## config.mk

```make
export PLATFORM = sky130hd
export DESIGN_NAME = ascii_vision_line_decoder_top
export DESIGN_NICKNAME = d
export VERILOG_FILES = /design/src/sv/avld_pkg.sv /design/src/sv/ascii_vision_line_decoder_top.sv
export SDC_FILE = /design/constraint.sdc
export NUM_CORES = 1
export LEC_CHECK = 0
export ABC_AREA = 1
export BUFFER_PORTS_ARGS = -buffer_cell sky130_fd_sc_hd__buf_4
export CAP_MARGIN = 20
export CORE_MARGIN = 5
export CORE_UTILIZATION = 35
export CTS_BUF_LIST = sky130_fd_sc_hd__clkbuf_8
export DETAILED_ROUTE_END_ITERATION = 10
export MAX_ROUTING_LAYER = met4
export PLACE_DENSITY_LB_ADDON = 0.12
export SYNTH_ARGS = -nofsm -noshare
export SYNTH_HDL_FRONTEND = slang
export SYNTH_SLANG_ARGS = --single-unit
export TNS_END_PERCENT = 10
```

## constraint.sdc

```tcl
create_clock -name clk -period 4.5 [get_ports clk]
set_input_delay 0.45 -clock clk [delete_from_list [all_inputs] [get_ports clk]]
set_output_delay 0.45 -clock clk [all_outputs]
set_load 0.005 [all_outputs]
```

## src/sv/avld_pkg.sv

```systemverilog
package avld_pkg;

    // Longest line kept, terminator excluded, is LINE_CAPACITY-1 characters.
    localparam int LINE_CAPACITY = 64;
    localparam int CNT_W         = $clog2(LINE_CAPACITY);

    localparam int VAL_W   = 16;
    localparam int MAG_W   = 16;
    localparam int ACC_W   = MAG_W + 4;
    localparam int TDATA_W = 2 * VAL_W;
    localparam int TUSER_W = 2;

    // Saturation limits for the field magnitude.
    localparam logic [MAG_W-1:0] MAG_SAT = MAG_W'(32768);
    localparam logic [MAG_W-1:0] POS_MAX = MAG_W'(32767);

    // Input beat kinds, carried on s_tuser.
    localparam logic OP_BYTE = 1'b0;
    localparam logic OP_READ = 1'b1;

    // Characters of interest.
    localparam logic [7:0] CH_NUL   = 8'h00;
    localparam logic [7:0] CH_TAB   = 8'h09;
    localparam logic [7:0] CH_LF    = 8'h0A;
    localparam logic [7:0] CH_VT    = 8'h0B;
    localparam logic [7:0] CH_FF    = 8'h0C;
    localparam logic [7:0] CH_CR    = 8'h0D;
    localparam logic [7:0] CH_SPACE = 8'h20;
    localparam logic [7:0] CH_PLUS  = 8'h2B;
    localparam logic [7:0] CH_COMMA = 8'h2C;
    localparam logic [7:0] CH_MINUS = 8'h2D;
    localparam logic [7:0] CH_ZERO  = 8'h30;
    localparam logic [7:0] CH_NINE  = 8'h39;
    localparam logic [7:0] CH_COLON = 8'h3A;
    localparam logic [7:0] CH_V     = 8'h56;

    typedef enum logic [6:0] {
        PH_HDR_V   = 7'b0000001,
        PH_HDR_C   = 7'b0000010,
        PH_F1_WS   = 7'b0000100,
        PH_F1_DIG  = 7'b0001000,
        PH_F1_DONE = 7'b0010000,
        PH_F2_WS   = 7'b0100000,
        PH_F2_DIG  = 7'b1000000
    } phase_t;

    typedef struct packed {
        logic              line_accepted;
        logic              data_fresh;
        logic [VAL_W-1:0]  green_code;
        logic [VAL_W-1:0]  pixel_error;
    } result_t;

endpackage

```

## src/sv/ascii_vision_line_decoder_top.sv

```systemverilog
// Each result beat is registered in the output register, or in the skid register on a stall.
// Throughput: one input beat per cycle while the skid register is empty; the parser state
// and the multiply-by-ten accumulate update in the same cycle that a byte is accepted.
// Two result slots (output register plus skid register) let one more input beat be taken
// while the master side stalls.
// Reset (rst_n low, asynchronous) clears the parser, the stored values and the fresh flag.
module ascii_vision_line_decoder_top
    import avld_pkg::*;
(
    input  logic               clk,
    input  logic               rst_n,

    input  logic               s_tvalid,
    output logic               s_tready,
    input  logic [7:0]         s_tdata,   // [7:0] rx_byte
    input  logic               s_tuser,   // [0] opcode

    output logic               m_tvalid,
    input  logic               m_tready,
    output logic [TDATA_W-1:0] m_tdata,   // [15:0] pixel_error, [31:16] green_code
    output logic [TUSER_W-1:0] m_tuser    // [0] data_fresh, [1] line_accepted
);

    localparam logic [CNT_W-1:0] CNT_MAX = CNT_W'(LINE_CAPACITY - 1);

    // Parser and published state.
    logic [CNT_W-1:0] cnt_reg,   cnt_next;
    phase_t           phase_reg, phase_next;
    logic             neg_reg,   neg_next;
    logic [MAG_W-1:0] mag_reg,   mag_next;
    logic [VAL_W-1:0] first_reg, first_next;
    logic             ended_reg, ended_next;
    logic [VAL_W-1:0] err_reg,   err_next;
    logic [VAL_W-1:0] code_reg,  code_next;
    logic             fresh_reg, fresh_next;

    // Result slots.
    result_t          out_reg,   skid_reg;
    logic             out_valid_reg, skid_valid_reg;

    result_t          res;
    logic             push, pop;
    logic [7:0]       c;
    logic             is_blank, is_digit;
    logic [ACC_W-1:0] mag_prod;
    logic [MAG_W-1:0] mag_digit;
    logic [VAL_W-1:0] field_val;

    assign push     = s_tvalid && s_tready;
    assign pop      = m_tvalid && m_tready;
    assign s_tready = !skid_valid_reg;
    assign c        = s_tdata;

    assign is_blank = (c == CH_SPACE) || (c == CH_TAB) || (c == CH_VT) || (c == CH_FF) ||
                      (c == CH_LF) || (c == CH_CR);
    assign is_digit = (c >= CH_ZERO) && (c <= CH_NINE);

    // Accumulate one decimal digit, saturating at 32768.
    assign mag_prod  = ACC_W'(mag_reg) * ACC_W'(10) + ACC_W'(c - CH_ZERO);
    assign mag_digit = (mag_prod > ACC_W'(MAG_SAT)) ? MAG_SAT : mag_prod[MAG_W-1:0];

    // Signed value of the field read so far. A negative magnitude never exceeds 32768,
    // so plain two's complement negation lands on -32768 at the limit.
    assign field_val = neg_reg ? VAL_W'(-mag_reg)
                               : ((mag_reg > POS_MAX) ? POS_MAX : mag_reg);

    always_comb
    begin
        cnt_next   = cnt_reg;
        phase_next = phase_reg;
        neg_next   = neg_reg;
        mag_next   = mag_reg;
        first_next = first_reg;
        ended_next = ended_reg;
        err_next   = err_reg;
        code_next  = code_reg;
        fresh_next = fresh_reg;
        res.line_accepted = 1'b0;

        if (push && (s_tuser == OP_BYTE))
        begin
            if ((c == CH_LF) || (c == CH_CR))
            begin
                // A line end with nothing kept is an empty line and is ignored.
                if (cnt_reg != '0)
                begin
                    if ((phase_reg == PH_F2_WS) || (phase_reg == PH_F2_DIG))
                    begin
                        err_next   = first_reg;
                        code_next  = field_val;
                        fresh_next = 1'b1;
                        res.line_accepted = 1'b1;
                    end
                    cnt_next   = '0;
                    phase_next = PH_HDR_V;
                    ended_next = 1'b0;
                    neg_next   = 1'b0;
                    mag_next   = '0;
                end
            end
            else if (cnt_reg < CNT_MAX)
            begin
                cnt_next = cnt_reg + 1'b1;
                if (!ended_reg)
                begin
                    if (c == CH_NUL)
                    begin
                        ended_next = 1'b1;
                    end
                    else
                    begin
                        case (phase_reg)
                            PH_HDR_V:
                            begin
                                if (c == CH_V)
                                    phase_next = PH_HDR_C;
                                else
                                    ended_next = 1'b1;
                            end
                            PH_HDR_C:
                            begin
                                if (c == CH_COLON)
                                begin
                                    phase_next = PH_F1_WS;
                                    neg_next   = 1'b0;
                                    mag_next   = '0;
                                end
                                else
                                begin
                                    ended_next = 1'b1;
                                end
                            end
                            PH_F1_WS, PH_F2_WS:
                            begin
                                if ((phase_reg == PH_F1_WS) && (c == CH_COMMA))
                                begin
                                    first_next = field_val;
                                    neg_next   = 1'b0;
                                    mag_next   = '0;
                                    phase_next = PH_F2_WS;
                                end
                                else if (is_blank)
                                begin
                                    // Leading whitespace is skipped.
                                end
                                else if ((c == CH_PLUS) || (c == CH_MINUS))
                                begin
                                    neg_next   = (c == CH_MINUS);
                                    phase_next = (phase_reg == PH_F1_WS) ? PH_F1_DIG
                                                                         : PH_F2_DIG;
                                end
                                else if (is_digit)
                                begin
                                    mag_next   = mag_digit;
                                    phase_next = (phase_reg == PH_F1_WS) ? PH_F1_DIG
                                                                         : PH_F2_DIG;
                                end
                                else if (phase_reg == PH_F1_WS)
                                begin
                                    phase_next = PH_F1_DONE;
                                end
                                else
                                begin
                                    ended_next = 1'b1;
                                end
                            end
                            PH_F1_DIG:
                            begin
                                if (c == CH_COMMA)
                                begin
                                    first_next = field_val;
                                    neg_next   = 1'b0;
                                    mag_next   = '0;
                                    phase_next = PH_F2_WS;
                                end
                                else if (is_digit)
                                    mag_next   = mag_digit;
                                else
                                    phase_next = PH_F1_DONE;
                            end
                            PH_F1_DONE:
                            begin
                                // Only the comma still matters after the first field.
                                if (c == CH_COMMA)
                                begin
                                    first_next = field_val;
                                    neg_next   = 1'b0;
                                    mag_next   = '0;
                                    phase_next = PH_F2_WS;
                                end
                            end
                            PH_F2_DIG:
                            begin
                                if (is_digit)
                                    mag_next   = mag_digit;
                                else
                                    ended_next = 1'b1;
                            end
                            default:
                            begin
                                ended_next = 1'b1;
                            end
                        endcase
                    end
                end
            end
        end
        else if (push)
        begin
            // Read access: report the flag as it was, then clear it.
            fresh_next = 1'b0;
        end

        res.pixel_error = err_next;
        res.green_code  = code_next;
        res.data_fresh  = (s_tuser == OP_READ) ? fresh_reg : fresh_next;
    end

    always_ff @(posedge clk or negedge rst_n)
    begin
        if (!rst_n)
        begin
            cnt_reg   <= '0;
            phase_reg <= PH_HDR_V;
            neg_reg   <= 1'b0;
            mag_reg   <= '0;
            first_reg <= '0;
            ended_reg <= 1'b0;
            err_reg   <= '0;
            code_reg  <= '0;
            fresh_reg <= 1'b0;
        end
        else
        begin
            cnt_reg   <= cnt_next;
            phase_reg <= phase_next;
            neg_reg   <= neg_next;
            mag_reg   <= mag_next;
            first_reg <= first_next;
            ended_reg <= ended_next;
            err_reg   <= err_next;
            code_reg  <= code_next;
            fresh_reg <= fresh_next;
        end
    end

    // Output register with one skid slot. The skid slot fills only when a beat
    // arrives while the output register holds a stalled beat; input is then held off.
    always_ff @(posedge clk or negedge rst_n)
    begin
        if (!rst_n)
        begin
            out_valid_reg  <= 1'b0;
            skid_valid_reg <= 1'b0;
        end
        else if (!out_valid_reg || pop)
        begin
            out_valid_reg  <= skid_valid_reg || push;
            skid_valid_reg <= 1'b0;
        end
        else if (push)
        begin
            skid_valid_reg <= 1'b1;
        end
    end

    always_ff @(posedge clk)
    begin
        if (!out_valid_reg || pop)
        begin
            out_reg <= skid_valid_reg ? skid_reg : res;
        end
        else if (push)
        begin
            skid_reg <= res;
        end
    end

    assign m_tvalid = out_valid_reg;
    assign m_tdata  = {out_reg.green_code, out_reg.pixel_error};
    assign m_tuser  = {out_reg.line_accepted, out_reg.data_fresh};

endmodule

```

==> impl_results.md <==
* Status: complete, no violations
* Logic gate share of total power at 10.0%
* Number of global-route vias before repair at 7165
* Startpoint Class: register
* Setup violators final at 0
* Slew Viols, Final at 0
* Fin worst setup slack at 0.339 ns
* DRT Pass-1 Iters at 5
* Vias at 7546
* CP max FO at 16
* DR WL/cell at 13.9 um
* Number of clock sinks at 150
* Yosys Warn Count at 0
* Peak supply drop at 0.170 mV
* CP endpoint kind: register
* R2R cell count at 27
* Clock root buffer: clkbuf_8
* CTS HTree Levels at 4
* Fin crit period at 4.16 ns
* Core Util, Final at 40.2%
* Final HPWL DP at 16600 um
* Worst Path Arrival at 4.54 ns
* Post-Route WL at 22100 um
* Headroom to the max-slew limit at 36.3%
* Most common cell after layout, fill and taps aside: nand2_1
* Worst Tran Pin Value at 0.954 ns
* Fin cells at 1589
* Fillers at 2742
* Antenna diode count at 0
* Fraction of layout cells with a size suffix above 1 at 13.1%
* Switch Pwr at 0.793 mW
* Global Route Usage Sum at 15.1%
* Pre-CTS worst setup slack at 0.125 ns
* Final Hold Vio Count at 0
* Ys async rst share at 54.7%
* EDFF count, synth at 68
* Post-synthesis average cell area at 7.83 sq um
* Largest net degree at the start of global routing at 52
* Synthesized Nets at 1262
* TNS Setup at 0 ns
* Sequential share of the synthesized area at 43.9%
* Unrepaired setup endpoints after global routing: false
* Post-DRT Antenna Nets at 0
* CTS tree: done
* Sw frac at 27.1%
* Unique masters post-synth at 51
* Int Pwr at 2.14 mW
* CTS Buffer Depth at 2
* Num rows at 59
* Worst Hold Class: in2async
* Reg clk slew, reported paths at 0.10 ns
* Flip-flop count of the largest register after layout at 34
* Req. time, crit path at 4.88 ns
* IO Port Bufs at 48
* First-pass GRT wire length at 36500 um
* Die height at 173 um
* Max frequency at 240 MHz
* Max-cap violations at 0
* Fin Hold WS at 0.0115 ns
* CTS Buf Count at 17
* DP Cell Count at 1557
* Antenna violations before repair at 0
* CP Class: reg2reg
* Leak Pwr at 5.42 nW
* NumNets Final at 1310
* Clk_skew at 0.0158 ns
* Synthesized area at 9340 sq um
* Drt via density at 4.75
* Boundary pin count at 49
* Post-synth top flop: dfrtp_1
* Most frequent cells in the layout: nand2_1, inv_1, nor2_1, dfrtp_1, edfxtp_1
* Clock power frac at 37.2%
* #FFs+latches synth at 150
* Sequential fraction of design power at 52.8%
* Placer Congestion at 0.844
* Total grt overflow at 0
* Post-CTS setup repair buffer count at 0
* Die Area at 30100 sq um
* Initial DRC Count at 417
* Skew-Pair Late Insertion Delay at 0.45 ns
* Core outline area at 26100 sq um
* Tcrit/Tclk final at 92.5%
* Power Dens Cells at 279 nW/um^2
* Syn Inst Count at 1193
* Starting density of the core at 35.7%
* Die W at 173 um
* Area grow syn2layout at 12.5%
* DRC violations left at 0
## metal layers
metal  up-vias  track usage (%)  share of wire [%]
li1       3974                -                  -
met1      3468             20.7                 50
met2        96             23.6                 46
met3         8             2.92                2.6
met4         0             2.93               0.83
met5         -                -                  0
## power groups by stage
stage	Sequential [mW]	Combinational (mW)	Clock, mW
finish	1.55	0.293	1.09
global route	1.56	0.331	1.20
CTS	1.55	0.301	1.13
detailed placement	1.58	0.301	0
global placement	1.58	0.299	0
floorplan	1.57	0.170	0
## what timing repair did
action                                  in CTS  in global routing
gates resized for setup                      0                  5
hold buffers                                 0                  0
endpoints found under the setup margin       0                 16
## synth_stat cells (7+ instances only)
cell,n,area share (%)
inv_2,14,0.56
edfxtp_1,68,22
nor2_2,15,1.0
o21ai_0,40,2.1
nand2_2,9,0.60
buf_2,7,0.38
clkbuf_1,21,0.84
dfrtp_1,81,22
nand2_1,407,16
nor3_1,20,1.1
xnor2_1,11,1.0
ha_1,54,7.2
nor2_1,97,3.9
a21oi_1,41,2.2
nand4_1,13,0.87
inv_1,118,4.7
xor2_1,19,1.8
nand3_1,59,3.2
a31oi_1,20,1.3
o21ai_1,24,1.3
## final timing paths
check	start	to	slack, ns
worst max-delay path	mag_reg[3]	mag_reg[5]	0.34
worst min register to register	phase_reg[0]	phase_reg[0]	0.49
min in group clk	s_tvalid	fresh_reg	0.21
worst min-delay path	rst_n	m_tvalid	0.01
max in group asynchronous	rst_n	mag_reg[13]	3.54
worst max register to register	mag_reg[3]	mag_reg[5]	0.34
## metrics by stage
step	cell area (sq um)	total power [mW]
after floorplan	9340	1.74
after global routing	10500	3.09
after global placement	10100	1.88
after detailed placement	10100	1.88
final	10500	2.93
after CTS	10500	2.98
## kinds of logic after synthesis
kind of cell | count (synthesis) | synth area share (%)
compound gates | 138 | 8.40
simple gates | 648 | 29.8
buf+inv | 171 | 7.44
fa+ha+maj | 56 | 7.66
flops | 150 | 43.9
xor+xnor | 30 | 2.81
## worst max-delay path: stages (launching register included)
cell      delay (ns)
dfrtp_2         0.45
ha_1            0.28
ha_1            0.23
fa_1            0.41
nand3_1         0.08
nand2_1         0.08
nand2_1         0.07
nand2_1         0.06
a21oi_2         0.16
o21ai_1         0.12
a21boi_2        0.19
o21ai_0         0.11
xor2_1          0.24
ha_1            0.30
a21oi_1         0.19
nand2_1         0.07
a21oi_1         0.17
nand2_1         0.07
nand2_1         0.06
nand2_1         0.04
nor2_1          0.08
nand2_1         0.09
nor2_4          0.11
buf_12          0.15
nand3_1         0.09
nand2_1         0.08
nand2_1         0.06
nand2_1         0.05
## cell type report
| cell class | count | area (sq um) | share of cell area [%] |
|---|---|---|---|
| clock buffer | 17 | 234 | 2.23 |
| clock inverter | 15 | 185 | 1.76 |
| inverter | 134 | 505 | 4.81 |
| multi-input combinational | 872 | 4560 | 43.4 |
| sequential | 150 | 4100 | 39.0 |
| tap | 335 | 419 | 3.99 |
| timing repair buffer | 66 | 508 | 4.83 |
No activity file was read; power rests on OpenSTA's default activity.
